[src/rtl/whps_pkg.sv]
// ----------------------------------------------------------------------------
// whps_pkg
// Types and constants shared by the window hit priority select core.
// ----------------------------------------------------------------------------
`timescale 1ns / 1ps

package whps_pkg;

    localparam int SLOT_W    = 8;
    localparam int COORD_W   = 16;
    localparam int ID_W      = 16;
    localparam int PRI_W     = 8;
    // slot index is 8 bits wide, so no more than this many slots are reachable
    localparam int MAX_SLOTS = 256;

    typedef struct packed {
        logic [ID_W-1:0]    window_id;
        logic [PRI_W-1:0]   priority_val;
        logic [COORD_W-1:0] left_x;
        logic [COORD_W-1:0] top_y;
        logic [COORD_W-1:0] right_x;
        logic [COORD_W-1:0] bottom_y;
    } whps_entry_t;

    typedef struct packed {
        logic wr_en;        // store the write word into its slot
        logic query_start;  // latch cursor, clear best, rewind scan address
        logic rd_en;        // read one slot and advance the scan address
    } whps_cmd_t;

    typedef struct packed {
        logic last_addr;    // scan address is at the final slot
    } whps_sts_t;

endpackage

[src/rtl/whps_ctrl.sv]
// ----------------------------------------------------------------------------
// whps_ctrl
// Sequencer: accepts words, runs the slot scan, drains the pipe, strobes.
// ----------------------------------------------------------------------------
`timescale 1ns / 1ps

module whps_ctrl
(
    input  logic                clk,
    input  logic                rst_n,
    input  logic                start,
    input  logic                req_type,
    input  whps_pkg::whps_sts_t sts,
    output whps_pkg::whps_cmd_t cmd,
    output logic                busy,
    output logic                done
);
    import whps_pkg::*;

    localparam logic [2:0] ST_IDLE   = 3'd0;
    localparam logic [2:0] ST_SCAN   = 3'd1;
    localparam logic [2:0] ST_DRAIN1 = 3'd2;
    localparam logic [2:0] ST_DRAIN2 = 3'd3;
    localparam logic [2:0] ST_RESULT = 3'd4;

    logic [2:0] state_reg;
    logic [2:0] state_next;
    logic       accept;

    assign busy   = (state_reg == ST_SCAN) || (state_reg == ST_DRAIN1)
                 || (state_reg == ST_DRAIN2);
    assign done   = (state_reg == ST_RESULT);
    assign accept = start && !busy;

    assign cmd.wr_en       = accept && !req_type;
    assign cmd.query_start = accept && req_type;
    assign cmd.rd_en       = (state_reg == ST_SCAN);

    always_comb
    begin
        state_next = state_reg;
        unique case (state_reg)
            ST_IDLE, ST_RESULT:
            begin
                // result cycle also takes a new word
                state_next = (accept && req_type) ? ST_SCAN : ST_IDLE;
            end
            ST_SCAN:
            begin
                if (sts.last_addr)
                begin
                    state_next = ST_DRAIN1;
                end
            end
            ST_DRAIN1: state_next = ST_DRAIN2;
            ST_DRAIN2: state_next = ST_RESULT;
            default:   state_next = ST_IDLE;
        endcase
    end

    always_ff @(posedge clk or negedge rst_n)
    begin
        if (!rst_n)
        begin
            state_reg <= ST_IDLE;
        end
        else
        begin
            state_reg <= state_next;
        end
    end

endmodule

[config.mk]
export PLATFORM = sky130hd
export DESIGN_NAME = whps_ctrl
export DESIGN_NICKNAME = d
export VERILOG_FILES = /design/src/rtl/whps_pkg.sv /design/src/rtl/whps_ctrl.sv
export SDC_FILE = /design/constraint.sdc
export NUM_CORES = 1
export LEC_CHECK = 0
export BUFFER_PORTS_ARGS = -buffer_cell sky130_fd_sc_hd__buf_2
export CELL_PAD_IN_SITES_DETAIL_PLACEMENT = 1
export CELL_PAD_IN_SITES_GLOBAL_PLACEMENT = 2
export CORE_AREA = 2 2 39 41
export CTS_BUF_LIST = sky130_fd_sc_hd__clkbuf_2 sky130_fd_sc_hd__clkbuf_4 sky130_fd_sc_hd__clkbuf_8
export CTS_CLUSTER_SIZE = 24
export DETAILED_ROUTE_END_ITERATION = 7
export DIE_AREA = 0 0 41 43
export PLACE_DENSITY_LB_ADDON = 0.1
export SLEW_MARGIN = 0
export SYNTH_ARGS = -nofsm -noshare
export SYNTH_HDL_FRONTEND = slang
export SYNTH_SLANG_ARGS = --single-unit
export TNS_END_PERCENT = 10
[constraint.sdc]
create_clock -name clk -period 2 [get_ports clk]
set_input_delay 0 -clock clk [delete_from_list [all_inputs] [get_ports clk]]
set_output_delay 0 -clock clk [all_outputs]
set_load 0.02 [all_outputs]
---- Word level (Yosys, flattened, before mapping) ----
Cells that the tools add are included.
storage, ports and cells
  flip-flop bits (word level) ............. 3
operators by class
  eq/ne operators ......................... 5
  mux-type cells .......................... 3
  reductions and logical operators ........ 9
operators with widths
  cell                                                              count
  3-bit one-hot mux with 4 select lines                             1
  3-bit by 2-bit == test with 1-bit output (second input constant)  2
  3-bit by 1-bit == test with 1-bit output (second input constant)  1
  3-bit == test (second input constant)                             1
  1-bit logical AND                                                 3
  3-bit logical NOT                                                 1
  3-bit two-way mux                                                 1
  1-bit logical NOT                                                 2
  1-bit logical OR                                                  2
  2-bit != test (second input constant)                             1
  2-bit OR reduction                                                1
  1-bit two-way mux                                                 1

---- Logic depth before layout (Yosys ltp) ----
Gate-level depths: netlist (run 1).
  depth in word-level cells ............... 8
  mapped depth ............................ 2
  depth with buffers taken out ............ 2

---- Worst setup path after synthesis (run 1) ----
Ideal clock, no wire load.
  kind .................................... flip-flop to output port
  start point ............................. register state_reg[1]
  end point ............................... output cmd[2] (netlist bit)
  arrival time ............................ 1229 ps
  setup slack ............................. 771 ps
  path buffers ............................ 0
  stages on the path, launching flop included .. 3
  cell sequence ........................... dfrtp_1 > o21ba_2 > nor3b_1
RTL lines
  item                      line             source
  start: declaration        whps_ctrl.sv:26  logic [2:0] state_reg;
  start signal: assignment  whps_ctrl.sv:69  state_reg <= state_next;
  end: declaration          whps_ctrl.sv:14  output whps_pkg::whps_cmd_t cmd,

==> key figures, run 1 <==
Outcome
  – Status: complete, no violations

Clock tree
  – Clock Tree Root: clkbuf_4
  – Clock transition at path regs: 0.04 ns
  – Clock sink count: 3
  – Hold Buf Count CTS: 1
  – Worst skew pair latency: 0.23 ns
  – Post-cts gate resize count: 0
  – TritonCTS clock tree: yes
  – Max H-tree Level: 1
  – Setup repair bufs after CTS: 0
  – CTS Buffer Depth: 2
  – TritonCTS buffer count: 3

Layout
  – Most frequent cells in the layout: 9 x buf_2, 4 x clkbuf_4, 3 x nor3b_1, 3 x dfrtp_1
  – FF+latch area: 75.1 um2
  – Final core utilization: 20.6%
  – Layout cells sized above 1: 51.6%
  – Final nets: 37
  – Max reg flops: 3
  – Fill cell count: 172
  – Ant diodes: 0
  – Layout area overhead: 58.3%
  – Most common cell after layout, fill and taps aside: buf_2
  – Area of the multi-input gates: 105 um2

Floorplan
  – Core ar.: 0.00138 mm2
  – I/O pin count: 10
  – Die Wd: 41 um
  – Die Ht: 43 um
  – Initial core utilization: 13.0%
  – Die area: 0.00176 mm2
  – Row Count: 14

Synthesis
  – Share of the synthesized area in the top cell type: 41.7%
  – Synth Cell Area: 180 um2
  – Synth Net Count: 22
  – Synth Register Bits: 3
  – Yosys warns: 0
  – Seq/Total Area, Yosys: 41.7%
  – Post-Syn Instances: 17
  – Leading area contributor after synthesis: dfrtp_1
  – Top post-synthesis cells by area: dfrtp_1 42%, nor3b_1 13%, and3b_2 5.6%
  – Number of distinct library cells after synthesis: 13
  – Avg Inst Size Synth: 10.6 um2

Critical path
  – Worst flop-to-flop path startpoint: state_reg[0]
  – Reg2Reg Depth: 2
  – WP data arrival: 1.29 ns
  – Worst r2r dst: state_reg[0]
  – CP endpoint kind: output pin
  – R2R Setup Slk: 0.99 ns
  – CP Launch Type: flop
  – Worst setup path start: state_reg[1]
  – Critical Path RT: 2.00 ns
  – Crit Path Class: flop to output pin
  – CP Max Fanout: 8

STA
  – Setup Skew: 0.000823 ns
  – Setup violations, final: 0
  – Post-layout min period: 1.29 ns
  – Tcrit/Tclk final: 64.5%
  – Max_slew headroom: 82.4%
  – Slew of the pin with the lowest slew margin: 0.260 ns
  – Max Freq: 0.775 GHz
  – Final hold vios: 0
  – Setup TNS: 0 ns
  – RSZ-0062 raised after global routing: false
  – Fin. max-slew vios: 0

Route
  – DRC violation total after the first TritonRoute iteration: 1
  – Routed WL per cell: 10.3 um
  – Antenna Violating Nets Remaining: 0
  – Vias: 187
  – Post-Route WL: 484 um
  – Vias per cell: 3.98
  – DRC: 0
  – Drt pass-1 iters: 2

Min path
  – Min-Delay Path Class: primary input to flop
  – Worst Hold Depth: 3
  – Worst Hold Path EP: state_reg[1]
  – HP Start: sts

Power
  – Static leakage: 0.145 nW
  – P per Cell Area: 1510 mW/mm2
  – Peak VDD IR: 393 uV

Global route
  – Largest net degree at the start of global routing: 9
  – Antenna violations before repair: 0
  – Vias in the first global route: 211
  – Congestion Overflow GR: 0
  – First-pass GRT wire length: 828 um
  – Total track usage: 7.65%

Place
  – Port Buf Inserts: 9
  – Gp weighted congestion: 0.580

Flow run
  – # Max-Cap Violations: 0
layout make-up:
type / count / area share (%)
well taps: 16 / 7.02
multi-input cells: 14 / 36.8
clock buffers: 4 / 10.5
repair buffers: 10 / 19.3
flip-flops and latches: 3 / 26.3
Yosys cell counts:
| master | instances |
|---|---|
| a211o_1 | 1 |
| a21oi_1 | 1 |
| and2_1 | 1 |
| and2_2 | 1 |
| and3b_1 | 1 |
| and3b_2 | 1 |
| dfrtp_1 | 3 |
| nand2b_1 | 1 |
| nand3b_1 | 1 |
| nor2_1 | 1 |
| nor3b_1 | 3 |
| nor4b_1 | 1 |
| o21ba_2 | 1 |
worst max-delay path by stage:
stage,to,cells past startpoint,slack (ns)
6_report,cmd[2],3,0.71
5_1_grt,cmd[2],3,0.59
4_1_cts,cmd[2],3,0.70
3_5_place_dp,cmd[1],3,0.95
3_3_place_gp,state_reg[0],2,0.96
2_1_floorplan,cmd[2],2,0.77
metrics by stage:
step	area (um2)	setup slack, ns	total power, mW	std cells	hold WS [ns]
after detailed placement	245	0.954	0.315	42	-0.202
after global placement	245	0.960	0.313	42	-0.204
final	285	0.710	0.430	47	0.0503
after floorplan	180	0.771	0.249	17	-0.296
after global routing	285	0.595	0.472	47	0.0670
after CTS	285	0.697	0.439	47	0.0516
metal layers:
metal,vias to the layer above,wire length (um),track usage (%)
li1,91,-,-
met1,85,203,7.44
met2,9,234,10.9
met3,2,34,3.14
met4,0,10,8.00
met5,-,0,0
cell families (layout without fill, tap and decap cells):
group / after synthesis / count (layout) / synth area share, %
flip-flops: 3 / 3 / 41.7
AND/OR/NAND/NOR: 11 / 11 / 45.1
buffers and inverters: 0 / 14 / 0
AO/OA/AOI/OAI: 3 / 3 / 13.2
critical path, stage by stage (launching register included):
cell	delay (ns)
dfrtp_1	0.44
o21ba_2	0.26
nor3b_1	0.17
buf_2	0.19
power by group:
| part | internal (mW) | switching (mW) | total, mW |
|---|---|---|---|
| Combinational | 0.0904 | 0.0933 | 0.184 |
| Clock | 0.0883 | 0.0314 | 0.120 |
| Sequential | 0.0839 | 0.0424 | 0.126 |
| Total | 0.263 | 0.167 | 0.430 |
(Power assumes the default switching activity.)
==> run 2, diff against run 1 <==
- clock period: 2 -> 1.3 ns (I/O delays scaled with it)
==> key figures, run 2 (synthesis gave the netlist of run 1 again) <==
Outcome
  – Status: complete, no violations

Floorplan
  – Die Wd: 41 um
  – I/O pin count: 10
  – Core ar.: 0.00138 mm2
  – Die Ht: 43 um
  – Row Count: 14
  – Initial core utilization: 13.0%
  – Die area: 0.00176 mm2

STA
  – Max Freq: 0.796 GHz
  – Post-layout min period: 1.26 ns
  – Final hold vios: 0
  – Setup Skew: 0.00115 ns
  – Tcrit/Tclk final: 96.7%
  – Fin worst setup slack: 0.0433 ns
  – Fin. max-slew vios: 0
  – Max_slew headroom: 82.1%
  – Setup TNS: 0 ns
  – Slew of the pin with the lowest slew margin: 0.264 ns
  – Setup violations, final: 0

Layout
  – Final nets: 37
  – Non-Filler Instances: 47
  – Layout cells sized above 1: 64.5%
  – Fill cell count: 169
  – Layout area overhead: 68.1%
  – Max reg flops: 3
  – Ant diodes: 0
  – Most frequent cells in the layout: 8 x buf_2, 4 x clkbuf_4, 3 x dfrtp_2
  – Most common cell after layout, fill and taps aside: buf_2

Critical path
  – WP data arrival: 1.26 ns
  – CP endpoint kind: output pin
  – Reg2Reg Depth: 2
  – CP Launch Type: flop
  – Worst setup path start: state_reg[0]
  – Worst flop-to-flop path startpoint: state_reg[0]
  – R2R Setup Slk: 0.31 ns
  – Critical Path RT: 1.30 ns
  – Crit Path Class: flop to output pin
  – CP Max Fanout: 8
  – Worst r2r dst: state_reg[0]

Route
  – Antenna Violating Nets Remaining: 0
  – Post-Route WL: 483 um
  – Vias: 182
  – Routed WL per cell: 10.3 um
  – Drt pass-1 iters: 1
  – Vias per cell: 3.87
  – DRC violation total after the first TritonRoute iteration: 0
  – DRC: 0

Clock tree
  – Clock transition at path regs: 0.04 ns
  – Clock sink count: 3
  – Clock Tree Root: clkbuf_4
  – TritonCTS buffer count: 3
  – TritonCTS clock tree: yes
  – Worst skew pair latency: 0.23 ns
  – CTS Buffer Depth: 2
  – Max H-tree Level: 1

Place
  – Hpwl dp: 354 um
  – Gp weighted congestion: 0.567
  – Placed Instances: 42
  – Dpl ws: 0.262 ns
  – Port Buf Inserts: 9

Power
  – Peak VDD IR: 653 uV
  – Tot Pwr: 0.700 mW
  – P per Cell Area: 2310 mW/mm2
  – Static leakage: 0.146 nW

Global route
  – Vias in the first global route: 209
  – Congestion Overflow GR: 0
  – First-pass GRT wire length: 890 um
  – Largest net degree at the start of global routing: 9
  – Total track usage: 7.63%
  – Antenna violations before repair: 0

Min path
  – Min-Delay Path Class: primary input to flop
  – Worst Hold Path EP: state_reg[1]
  – Worst Hold Depth: 3
  – HP Start: sts

Flow run
  – # Max-Cap Violations: 0
run 2: cell count changes in the layout (fill, tap and decap cells not counted):
| cell | previous run | this run |
|---|---|---|
| dfrtp_1 | 3 | 0 |
| buf_4 | 0 | 1 |
| o21ba_2 | 1 | 0 |
| dfrtp_2 | 0 | 3 |
| nor3b_1 | 3 | 2 |
| o21ba_4 | 0 | 1 |
| nor3b_2 | 0 | 1 |
| buf_2 | 9 | 8 |
run 2: final cells by class:
type	instances	area [um2]	area share, %
flip-flops and latches	3	78.8	26.0
repair buffers	10	57.6	19.0
well taps	16	20.0	6.61
clock buffers	4	30.0	9.92
multi-input cells	14	116	38.4
run 2: worst max-delay path: stages, from the launching register on:
cell	delay (ns)
dfrtp_2	0.44
o21ba_4	0.24
and3b_1	0.21
buf_4	0.14
run 2: per-stage QoR:
stage | instance area (um2) | utilization (%) | hold WS (ns)
2_1_floorplan | 180 | - | -0.296
4_1_cts | 285 | 20.6 | 0.0593
3_5_place_dp | 245 | 17.7 | -0.200
6_report | 303 | 21.9 | 0.0618
3_3_place_gp | 245 | 17.7 | -0.205
5_1_grt | 303 | 21.9 | 0.0871
run 2: what timing repair did:
item | 4_1_cts | 5_1_grt
setup buffers | 0 | 0
gates resized for setup | 0 | 6
hold buffers | 1 | 0
setup endpoints to repair | 0 | 2
endpoints found under the hold margin | 3 | 0
run 2: worst max path at each step:
stage / depth (start not counted) / to / slack, ns
after floorplan: 2 / cmd[2] / 0.07
after global placement: 2 / state_reg[0] / 0.24
after detailed placement: 3 / cmd[2] / 0.26
after CTS: 3 / cmd[1] / 0.004
after global routing: 3 / cmd[1] / -0.02
final: 3 / cmd[1] / 0.04
run 2: per-layer routing:
metal	up-vias	share of wire, %	global-route usage, %
li1	90	-	-
met1	85	43	8.36
met2	7	48	10.6
met3	0	8.9	2.09
met4	0	0	8.00
met5	-	0	0
run 2: power breakdown:
group          total (mW)  switching [mW]  internal (mW)
Sequential          0.205          0.0685          0.136
Clock               0.179          0.0433          0.135
Combinational       0.317           0.153          0.164
Total               0.700           0.265          0.436
==> run 3, diff against run 2 <==
- clock period: 1.3 -> 1.1 ns (I/O delays scaled with it)
==> key figures, run 3 (synthesis gave the netlist of run 1 again) <==
Outcome
  – Status: complete, but fails checks
  – Failing checks: negative setup slack

Floorplan
  – Die Ht: 43 um
  – Initial core utilization: 13.0%
  – Row Count: 14
  – Die area: 0.00176 mm2
  – I/O pin count: 10
  – Die Wd: 41 um
  – Core ar.: 0.00138 mm2

Power
  – Static leakage: 0.186 nW
  – Switch share: 35.7%
  – Sequential cell fraction of total power: 19.6%
  – Peak VDD IR: 1010 uV
  – Tot Pwr: 1.05 mW
  – P_int: 0.673 mW
  – NetSw: 0.374 mW
  – P per Cell Area: 2760 mW/mm2
  – Comb pwr share: 59.5%
  – Clock group share of total power: 20.8%

STA
  – Setup violations, final: 5
  – Post-layout min period: 1.21 ns
  – Setup Skew: 0.00313 ns
  – Fin. max-slew vios: 0
  – Tcrit/Tclk final: 110%
  – Fin worst setup slack: -0.115 ns
  – Max Freq: 0.823 GHz
  – RSZ-0062 raised after global routing: true
  – Max_slew headroom: 83.4%
  – Slew of the pin with the lowest slew margin: 0.245 ns
  – Final hold vios: 0

Critical path
  – CP Max Fanout: 5
  – CP Launch Type: flop
  – CP endpoint kind: output pin
  – Worst flop-to-flop path startpoint: state_reg[1]
  – Critical Path RT: 1.10 ns
  – Reg2Reg Depth: 4
  – Worst setup path start: state_reg[2]
  – Crit Path Class: flop to output pin
  – Cell Chain, Critical Path: o21ba_4, and3b_1, buf_6
  – Critical path's slowest cell: dfrtp_1
  – Slowest stage delay, CP: 0.41 ns
  – WP data arrival: 1.21 ns

Clock tree
  – TritonCTS buffer count: 3
  – Max H-tree Level: 1
  – TritonCTS clock tree: yes
  – CTS Buffer Depth: 2
  – Clock sink count: 3
  – Clock Tree Root: clkbuf_4
  – Clock transition at path regs: 0.04 ns
  – Worst skew pair latency: 0.23 ns

Min path
  – Min-Delay Path Class: primary input to flop
  – HP Start: sts
  – Worst Hold Depth: 3

Layout
  – Most common cell after layout, fill and taps aside: buf_4
  – Final nets: 43
  – Most frequent cells in the layout: 7 x buf_4, 5 x buf_2, 4 x clkbuf_4
  – Final core utilization: 27.4%
  – FF+latch area: 77.6 um2
  – Ant diodes: 0
  – Max reg flops: 3
  – Non-Filler Instances: 53
  – Fill cell count: 173
  – Layout area overhead: 110%
  – Area of the multi-input gates: 130 um2
  – Layout cells sized above 1: 73.0%

Place
  – Hpwl dp: 343 um
  – Port Buf Inserts: 9
  – Placed Instances: 43
  – Gp weighted congestion: 0.542

Global route
  – Most used routing layer: met2
  – Vias in the first global route: 251
  – Met2 usage: 12.5%
  – Congestion Overflow GR: 0
  – Antenna violations before repair: 0
  – Total track usage: 9.75%
  – Met1 global-route usage: 9.35%
  – First-pass GRT wire length: 1.02 mm
  – Largest net degree at the start of global routing: 6
  – Grt met3 use: 5.24%

Route
  – Vias: 211
  – Post-Route WL: 559 um
  – Antenna Violating Nets Remaining: 0
  – DRC violation total after the first TritonRoute iteration: 0
  – Routed WL per cell: 10.5 um
  – Vias per cell: 3.98
  – Drt pass-1 iters: 1
  – DRC: 0

Flow run
  – # Max-Cap Violations: 0
## run 3: stage by stage
| stage | TNS [ns] | instance area, um2 | worst slack, ns | hold WS, ns |
|---|---|---|---|---|
| 6_report | -0.319 | 379 | -0.115 | 0.0513 |
| 3_3_place_gp | 0 | 258 | 0.0653 | -0.205 |
| 4_1_cts | -0.381 | 370 | -0.117 | 0.0513 |
| 5_1_grt | -0.611 | 379 | -0.176 | 0.0744 |
| 2_1_floorplan | 0 | 185 | 0.0645 | -0.296 |
| 3_5_place_dp | 0 | 258 | 0.0618 | -0.200 |
## run 3: worst max-delay path: cells and delay by family, from the launching register on
| kind | cells | cell delay [ns] |
|---|---|---|
| buffers and inverters | 1 | 0.13 |
| AOI/OAI and AO/OA | 1 | 0.26 |
| DFF | 1 | 0.41 |
| and+or+nand+nor | 1 | 0.18 |
## run 3: path summary, 6_finish.rpt
kind                       slack [ns]      endpoint
max                             -0.11        cmd[1]
min                              0.05  state_reg[1]
max reg2reg                     -0.08  state_reg[0]
min reg2reg                      0.50  state_reg[1]
max in group asynchronous        0.89  state_reg[0]
min in group asynchronous        0.09  state_reg[2]
## run 3: power by group through the flow
stage / clock, mW / combinational (mW) / sequential (mW)
after detailed placement: 0 / 0.364 / 0.216
after floorplan: 0 / 0.256 / 0.205
after global placement: 0 / 0.369 / 0.219
final: 0.218 / 0.623 / 0.206
after global routing: 0.233 / 0.671 / 0.214
after CTS: 0.225 / 0.592 / 0.199
## run 3: metal layers
layer / vias to the layer above / part of all wire, %
met3: 2 / 4.5
li1: 102 / -
met2: 8 / 58
met5: - / 0
met4: 0 / 2.9
met1: 99 / 34
## run 3: final cells by class
| cell class | instances | share of cell area (%) |
|---|---|---|
| well taps | 16 | 5.28 |
| multi-input cells | 14 | 34.3 |
| flip-flops and latches | 3 | 20.5 |
| repair buffers | 16 | 32.0 |
| clock buffers | 4 | 7.92 |
## run 3: what timing repair did
action / in CTS / in global routing
setup buffers: 5 / 0
hold endpoints to repair: 3 / 0
pin swaps: 1 / 0
setup endpoints to repair: 4 / 6
gates resized for setup: 12 / 2
hold buffers: 1 / 0
